**config.mk**
```make
export PLATFORM = sky130hd
export DESIGN_NAME = bsde_div
export DESIGN_NICKNAME = d
export VERILOG_FILES = /design/src/assert_macros.svh /design/src/bsde_pkg.sv /design/src/bsde_div.sv
export SDC_FILE = /design/constraint.sdc
export NUM_CORES = 1
export LEC_CHECK = 0
export BUFFER_PORTS_ARGS = -buffer_cell sky130_fd_sc_hd__clkbuf_2
export CAP_MARGIN = 40
export CORE_MARGIN = 8
export CORE_UTILIZATION = 30
export CTS_CLUSTER_DIAMETER = 100
export DETAILED_ROUTE_END_ITERATION = 16
export GPL_ROUTABILITY_DRIVEN = 0
export SYNTH_ARGS = -nofsm -noshare
export SYNTH_HDL_FRONTEND = slang
export SYNTH_SLANG_ARGS = --single-unit
```
**constraint.sdc**
```tcl
create_clock -name clk -period 9.8 [get_ports clk]
set_clock_uncertainty 0.1 [all_clocks]
set_input_delay 0.49 -clock clk [delete_from_list [all_inputs] [get_ports clk]]
set_output_delay 0.49 -clock clk [all_outputs]
set_load 0.02 [all_outputs]
```
**src/assert_macros.svh**
```systemverilog
// assertion macros included by the top-level rtl file
`ifndef ASSERT_MACROS_SVH
`define ASSERT_MACROS_SVH
// assert that a implies b in the same cycle
`define ASSERT_IMPL(label, clk, rst, a, b) \
  label: assert property (@(posedge clk) disable iff (rst) (a) |-> (b)) \
    else $error("assertion failed");
// assert that a implies b in the next cycle
`define ASSERT_NEXT(label, clk, rst, a, b) \
  label: assert property (@(posedge clk) disable iff (rst) (a) |=> (b)) \
    else $error("assertion failed");
`endif

```
**src/bsde_pkg.sv**
```systemverilog
// package for the b-spline evaluator: types and constants
`default_nettype none
package bsde_pkg;
  localparam int MAX_POINTS = 64;
  localparam logic [1:0] ACT_POINT = 2'd0;
  localparam logic [1:0] ACT_KNOT  = 2'd1;
  localparam logic [1:0] ACT_EVAL  = 2'd2;
  localparam logic [1:0] ST_OK     = 2'd0;
  localparam logic [1:0] ST_ZERO   = 2'd1;
  localparam logic [1:0] ST_FEW    = 2'd2;
  localparam logic       REG_ORDER = 1'b0;
  localparam logic       REG_COUNT = 1'b1;

  typedef enum logic [4:0] {
    S_IDLE, S_LO, S_HI, S_CLAMP, S_SRCH_RD, S_SRCH, S_LOAD_RD, S_LOAD,
    S_KA, S_KB, S_DIV, S_DIVW, S_MX, S_MY, S_MZ, S_OUT
  } state_t;
endpackage
`default_nettype wire

```
**src/bsde_div.sv**
```systemverilog
// iterative restoring divider for alpha, one quotient bit a cycle
`default_nettype none
module bsde_div #(
  parameter int NUM_W = 64,
  parameter int DEN_W = 34
) (
  input  wire logic clk,
  input  wire logic rst,
  input  wire logic start,
  input  wire logic [NUM_W-1:0] num,
  input  wire logic [DEN_W-1:0] den,
  output logic busy,
  output logic [NUM_W-1:0] quot
);
  import bsde_pkg::*;
  localparam int CW = $clog2(NUM_W + 1);
  logic [CW-1:0] cnt;
  logic [DEN_W:0] rem;
  logic [DEN_W:0] trial;
  logic [NUM_W-1:0] dnd;
  logic [DEN_W-1:0] dv;

  assign trial = {rem[DEN_W-1:0], dnd[NUM_W-1]} - {1'b0, dv};

  always_ff @(posedge clk) begin
    if (rst) begin
      busy <= 1'b0;
      cnt <= '0;
    end else if (start) begin
      busy <= 1'b1;
      cnt <= CW'(NUM_W);
      rem <= '0;
      dnd <= num;
      dv <= den;
      quot <= '0;
    end else if (busy) begin
      dnd <= {dnd[NUM_W-2:0], 1'b0};
      if (!trial[DEN_W]) begin
        rem <= trial;
        quot <= {quot[NUM_W-2:0], 1'b1};
      end else begin
        rem <= {rem[DEN_W-1:0], dnd[NUM_W-1]};
        quot <= {quot[NUM_W-2:0], 1'b0};
      end
      cnt <= cnt - 1'b1;
      if (cnt == CW'(1)) busy <= 1'b0;
    end
  end
endmodule
`default_nettype wire

```
; ---- Yosys cells after proc, flatten, opt, wreduce, memory -nomap -nowiden
; Index checks and enable logic that the tools add are counted.
[op_classes]
reduce_logical = 4
muxes = 11
n_eq_ne = 1
addsub = 2
bitwise = 1
[ops]
columns = operator, n
row1 = $mux 64, 3
row2 = $mux 34, 2
row3 = $sub 35x34->35, 1
row4 = $mux 7, 2
row5 = $eq 7x1->1 const B, 1
row6 = $sub 7x1->7 const B, 1
row7 = $mux 1, 4
row8 = $reduce_and 2->1, 2
row9 = $reduce_bool 2->1, 1
row10 = $reduce_or 2->1, 1
row11 = $not 1->1, 1
[word_totals]
inputBits = 101
regBits = 204
word_cells = 26
output_inout_bits = 65

; ---- Logic depth before layout (Yosys ltp)
; Gate-level depths: netlist (run 1).
[depth]
depth_word = 4
depth_mapped = 14
ltp_nobuf = 12

; ---- Worst setup path before layout (run 1)
; Ideal clock, no wire load.
[synth_timing]
path_kind = input -> register
from = input start
to = register dnd[0], enable pin
setup_time_ns = 0.686
path_buffers = 3
required_ns = 9.014
t_arrival_ns = 8.061
path_slack_ns = 0.953
path_stages = 5
cell_sequence = clkbuf_1 clkbuf_1 clkbuf_1 nor2_1 nor2_1
[synth_via]
elab_chain_cells = 2
[synth_rtl]
columns = element, line_no
row1 = start: declaration, bsde_div.sv:9  ; input wire logic start,
row2 = $reduce_bool 2->1 (no line), -
row3 = $reduce_and 2->1 (no line), -
row4 = end signal: assignment, bsde_div.sv:33  ; dnd <= num;
row5 = end signal: assignment, bsde_div.sv:37  ; dnd <= {dnd[NUM_W-2:0], 1'b0};
row6 = end: declaration, bsde_div.sv:20  ; logic [NUM_W-1:0] dnd;
; Every way passes these cells.
; A chain may end at the register's enable or synchronous reset.

; ---- Worst setup path in the final report (run 1)
[layout_timing]
from = register dnd[63]
to = register rem[22], data pin
[layout_via]
elab_chain_cells = 3
[layout_rtl]
columns = element, line_no
row1 = $sub 35x34->35, bsde_div.sv:23  ; assign trial = {rem[DEN_W-1:0], dnd[NUM_W-1]} - {1'b0, dv};
row2 = $mux 34, bsde_div.sv:38  ; if (!trial[DEN_W]) begin
row3 = $mux 34, bsde_div.sv:36  ; end else if (busy) begin
row4 = end signal: assignment, bsde_div.sv:39  ; rem <= trial;
row5 = end signal: assignment, bsde_div.sv:42  ; rem <= {rem[DEN_W-1:0], dnd[NUM_W-1]};
row6 = end: declaration, bsde_div.sv:18  ; logic [DEN_W:0] rem;
; Every way passes these cells. The select of a mux whose other input is x is not followed.

==> reports/results.ini, run 1 <==
[floorplanning]
dieArea_um2 = 39230
row_count = 66
start_util_pct = 30.49
die_y_um = 198.1
coreArea_um2 = 32620
pin_count = 166
die_x_um = 198.1

[cts]
cts_tree = yes
htree_levels = 1
clock_path_buffers = 3
cts.clk_slew.worst_paths_ps = 60
clock_latency_ps = 530
clock_sinks = 204
root_buffer = clkbuf_16
cts-resized-gates = 0
numCtsBuffers = 25

[global_route]
grt_antenna_before_repair = 1
first_global_vias = 6550
grt_max_degree = 163
grt_overflow = 0
grt_pass1_wl_um = 35300
grt_use_total_pct = 11.08

[yosys]
yosysMostFrequentCell = edfxtp_1
synth.distinct_cells = 61
netlist_area_um2 = 9945
synthTopCellsByCount = 196 x edfxtp_1, 65 x nor2b_1, 63 x mux2_2, 45 x nor2_1
synth_nets = 902
synth_seq_cells = 204
yosys.area.top_type = edfxtp_1
synth-edff-count = 196
yosysWarnings = 0
syn_avg_cell_area_um2 = 13.02
synth-main-ff-cell = edfxtp_1
synthTopCellsByArea = edfxtp_1 59%, mux2_2 7.1%, ha_1 4.5%
async_flop_share_pct = 0
syn_inst = 764
synth_top_area_share_pct = 59.18
ys_seq_area_share_pct = 60.80

[layout]
final_nets = 1069
drive_above_1_share_pct = 29.78
final_cell_area_um2 = 12170
fin_util_pct = 37.31
area_growth_pct = 22.40

[worst_setup_path]
cp.arrival_ps = 4060
reg2reg_slack_ps = 6010
timing.rr.end = rem[22]
cp-start-kind = flip-flop
cp_max_fo = 27
reg2reg_depth = 13
critPathKind = reg2reg
endpoint_kind = flip-flop
regToRegStartpoint = dnd[63]
critPathRequiredTime_ps = 10070
startpoint = dnd[63]
endpoint = rem[22]

[placed_design]
placed_area_um2 = 11270
dp.final_hpwl_um = 15320
io_buffers = 165

[job]
cap_viol_max_count = 0

[routing]
avgRoutedWirePerCell_um = 15.96
viasPerCell = 4.535
routed_wl_um = 22180
ant_nets = 0
dr.pass1.iters = 4
drc = 0
route.vias.total = 6304
drt_first_iter_violations = 300

[hold_path]
hold_path_class = in2reg
hold_depth = 1

[sta]
timing.hold.ws_ps = 37.83
grt_setup_unrepaired = false
worstMarginPinSlew_ps = 1075
maxSlewHeadroom_pct = 28.32
clock.fmax_ghz = 0.2637
fin_crit_ps = 3792
setup_viol = 0
hold_violations = 0
timing.setup.tns_ps = 0
min_period_over_period_pct = 38.70
slew_viol_final = 0

[status]
status = completed

[power]
design_power_total_mw = 2.452
peakVddDrop_uv = 118.7
p_per_area_nw_per_um2 = 201.5
p_leak_nw = 4.808

worst min path at each step:
stage	from	endpoint	slack (ps)
after detailed placement	cnt[1]	cnt[1]	390
after floorplan	cnt[1]	cnt[1]	370
final	den[10]	dv[10]	40
after CTS	den[10]	dv[10]	10
after global placement	cnt[1]	cnt[1]	380
after global routing	den[21]	dv[21]	20
final cells by class:
| class | count | area, um2 |
|---|---|---|
| multi-input combinational | 484 | 3595 |
| clock buffer | 31 | 678.2 |
| tap | 442 | 553.0 |
| fill | 3197 | 20450 |
| antenna | 1 | 2.502 |
| timing repair buffer | 174 | 958.4 |
| sequential | 204 | 6046 |
| inverter | 42 | 157.7 |
| clock inverter | 12 | 181.4 |
sequential cells by signal, summed over array words and instances (netlist names):
register	flops
cnt	7
dv	34
quot	64
rem	34
busy	1
dnd	64
cell usage in the layout (no fill, tap or decap), drive strengths merged, types with 24 or more instances in the layout:
cell and n:
a21oi 41, clkbuf 195, edfxtp 196, ha 36, inv 42, mux2 63
mux2i 24, nand2 32, nor2 45, nor2b 66
cell families (layout without fill, tap and decap cells):
logic type,after synthesis,after routing,synth area share (%)
multiplexers,87,87,9.550
AO/OA/AOI/OAI,121,121,7.839
buffers and inverters,76,259,3.221
adder cells (fa/ha/maj),37,37,4.731
other,0,1,0
AND/OR/NAND/NOR,210,210,11.31
flip-flops,204,204,60.80
XOR/XNOR,29,29,2.554
where the power goes:
group          switching (mW)  internal (mW)  total (mW)
Clock                   0.368          0.596       0.964
Sequential             0.0262           1.04        1.07
Combinational           0.240          0.182       0.423
layer usage:
metal | global-route usage, % | part of all wire (%)
met1 | 14.67 | 46
met2 | 17.84 | 46
met3 | 2.666 | 5.6
met4 | 3.153 | 2.1
met5 | 0 | 0
metrics by stage:
step                      cells  setup slack (ps)
after floorplan             764             953.3
after global placement     1340              6048
after detailed placement   1342              6004
after CTS                  1389              5951
after global routing       1390              5673
final                      1390              6008
worst max-delay path, cell delays in order, from the launching register on:
cell      delay, ps
edfxtp_1        350
inv_1            80
ha_1            190
fa_1            280
nor2b_4          60
o31a_1          300
a2111o_1        450
nand3_1          90
nor3_1           50
o21ai_0         130
and2_2          490
buf_4           430
or4b_1          470
a21oi_1         150
repair_timing:
action | in CTS | in global routing
buffers inserted | 0 | 0
hold buffers | 4 | 0
hold endpoints to repair | 4 | 0
(Power assumes the default switching activity.)
==> run 2, diff against run 1 <==
==> constraint.sdc (replaced) <==
create_clock -name clk -period 3.08 [get_ports clk]
set_clock_uncertainty 0.1 [all_clocks]
set_input_delay 0.154 -clock clk [delete_from_list [all_inputs] [get_ports clk]]
set_output_delay 0.154 -clock clk [all_outputs]
set_load 0.02 [all_outputs]
==> reports/results.ini, run 2 (synthesized netlist as in run 1, its figures left out) <==
[layout]
reg_top3 = dnd: 64 flops, quot: 64 flops
layout_commonest_cell = edfxtp_1
mostFrequentLayoutCells = 196 x edfxtp_1, 164 x clkbuf_2, 99 x dlygate4sd3_1
drive_above_1_share_pct = 31.19
area_growth_pct = 35.48
final_nets = 1210
instances_no_fill = 1531
fin_util_pct = 41.30
final_cell_area_um2 = 13470

[floorplanning]
row_count = 66
pin_count = 166
coreArea_um2 = 32620
dieArea_um2 = 39230
die_y_um = 198.1
die_x_um = 198.1
start_util_pct = 30.49

[global_route]
grt_use_total_pct = 12.26
met1_usage_pct = 16.00
first_global_vias = 7351
grtUsageMet2_pct = 20.43
grt-busiest-layer = met2
grtUsageMet3_pct = 2.309
grt_overflow = 0
grt_max_degree = 129
grt_pass1_wl_um = 39280
grt_antenna_before_repair = 2

[worst_setup_path]
cp_max_fo = 4
critPathRequiredTime_ps = 3370
crit_buf_inv = 0
cpPeakStageDelay_ps = 550
endpoint_kind = flip-flop
cp-start-kind = flip-flop
crit_chain = ha_4 > fa_2 > nor2b_4 > o31a_1 > a2111o_1 > a31oi_2 > o21a_2 > o2111a_1 > or4b_4 > a21oi_2
crit_family = compound AO/OA/AOI/OAI gates
critPathKind = reg2reg
startpoint = dv[0]
slowest_stage = or4b_4
regToRegStartpoint = dv[0]
cp.arrival_ps = 3370

[sta]
clock.fmax_ghz = 0.3248
maxSlewHeadroom_pct = 54.02
setup_slack_ps = 1.011
slew_viol_final = 0
min_period_over_period_pct = 99.97
setup_viol = 0
worstMarginPinSlew_ps = 689.7
hold_violations = 0
grt_setup_unrepaired = true
timing.setup.tns_ps = 0
fin_crit_ps = 3079
timing.hold.ws_ps = 43.56

[routing]
drc = 0
dr.pass1.iters = 4
avgRoutedWirePerCell_um = 15.79
ant_nets = 0
routed_wl_um = 24180
drt_first_iter_violations = 349
route.vias.total = 6903
viasPerCell = 4.509

[hold_path]
hold_start = start
hold_path_class = in2reg

[power]
peakVddDrop_uv = 365.4
p_per_area_nw_per_um2 = 582.8
p_leak_nw = 5.400
design_power_total_mw = 7.852

[placed_design]
dp.final_hpwl_um = 16250
pre_cts_ws_ps = -81.29
dp_cells = 1386
placed_area_um2 = 11610
io_buffers = 165

[cts]
clock_latency_ps = 530
root_buffer = clkbuf_16
numCtsBuffers = 25
cts_tree = yes
htree_levels = 1
clock_sinks = 204
clock_path_buffers = 3
cts.clk_slew.worst_paths_ps = 70

[status]
status = completed

[job]
cap_viol_max_count = 0

## run 2: cell types whose count changed in the layout (fill, tap and decap cells not counted), moves of 3 or more
| cell | before | now |
|---|---|---|
| clkbuf_8 | 3 | 0 |
| buf_12 | 1 | 5 |
| buf_4 | 3 | 44 |
| clkinv_2 | 2 | 5 |
| dlygate4sd3_1 | 4 | 99 |
| buf_6 | 0 | 3 |
## run 2: worst paths after layout
kind              slack (ps)      end  cells past startpoint
hold / removal            40   rem[3]                      2
setup / recovery           1  rem[22]                     10
hold reg to reg          410   cnt[1]                      2
setup reg to reg           1  rem[22]                     10
## run 2: where the power goes
group          leakage [nW]  total [mW]  internal, mW  switching, mW
registers              1.96        3.39          3.30         0.0884
logic                  3.07        1.63         0.791          0.837
clock network         0.378        2.83          1.66           1.17
## run 2: repair_timing
| action | in CTS | in global routing |
|---|---|---|
| endpoints found under the setup margin | 31 | 35 |
| resized for setup | 6 | 14 |
| hold buffers | 99 | 0 |
| pin swaps | 2 | 6 |
| setup buffers | 0 | 2 |
| endpoints found under the hold margin | 105 | 0 |
## run 2: per-layer routing
layer	vias to the layer above	share of wire [%]	wire [um]
li1	3425	-	-
met1	3319	45	10950
met2	123	48	11600
met3	36	4.5	1081
met4	0	2.3	547
met5	-	0	0
## run 2: cell type report
| type | count | area [um2] |
|---|---|---|
| clock inverter | 13 | 136.4 |
| clock buffer | 29 | 640.6 |
| inverter | 42 | 157.7 |
| fill | 3096 | 19150 |
| multi-input combinational | 484 | 3657 |
| antenna | 2 | 5.005 |
| sequential | 204 | 6047 |
| timing repair buffer | 315 | 2276 |
| tap | 442 | 553.0 |
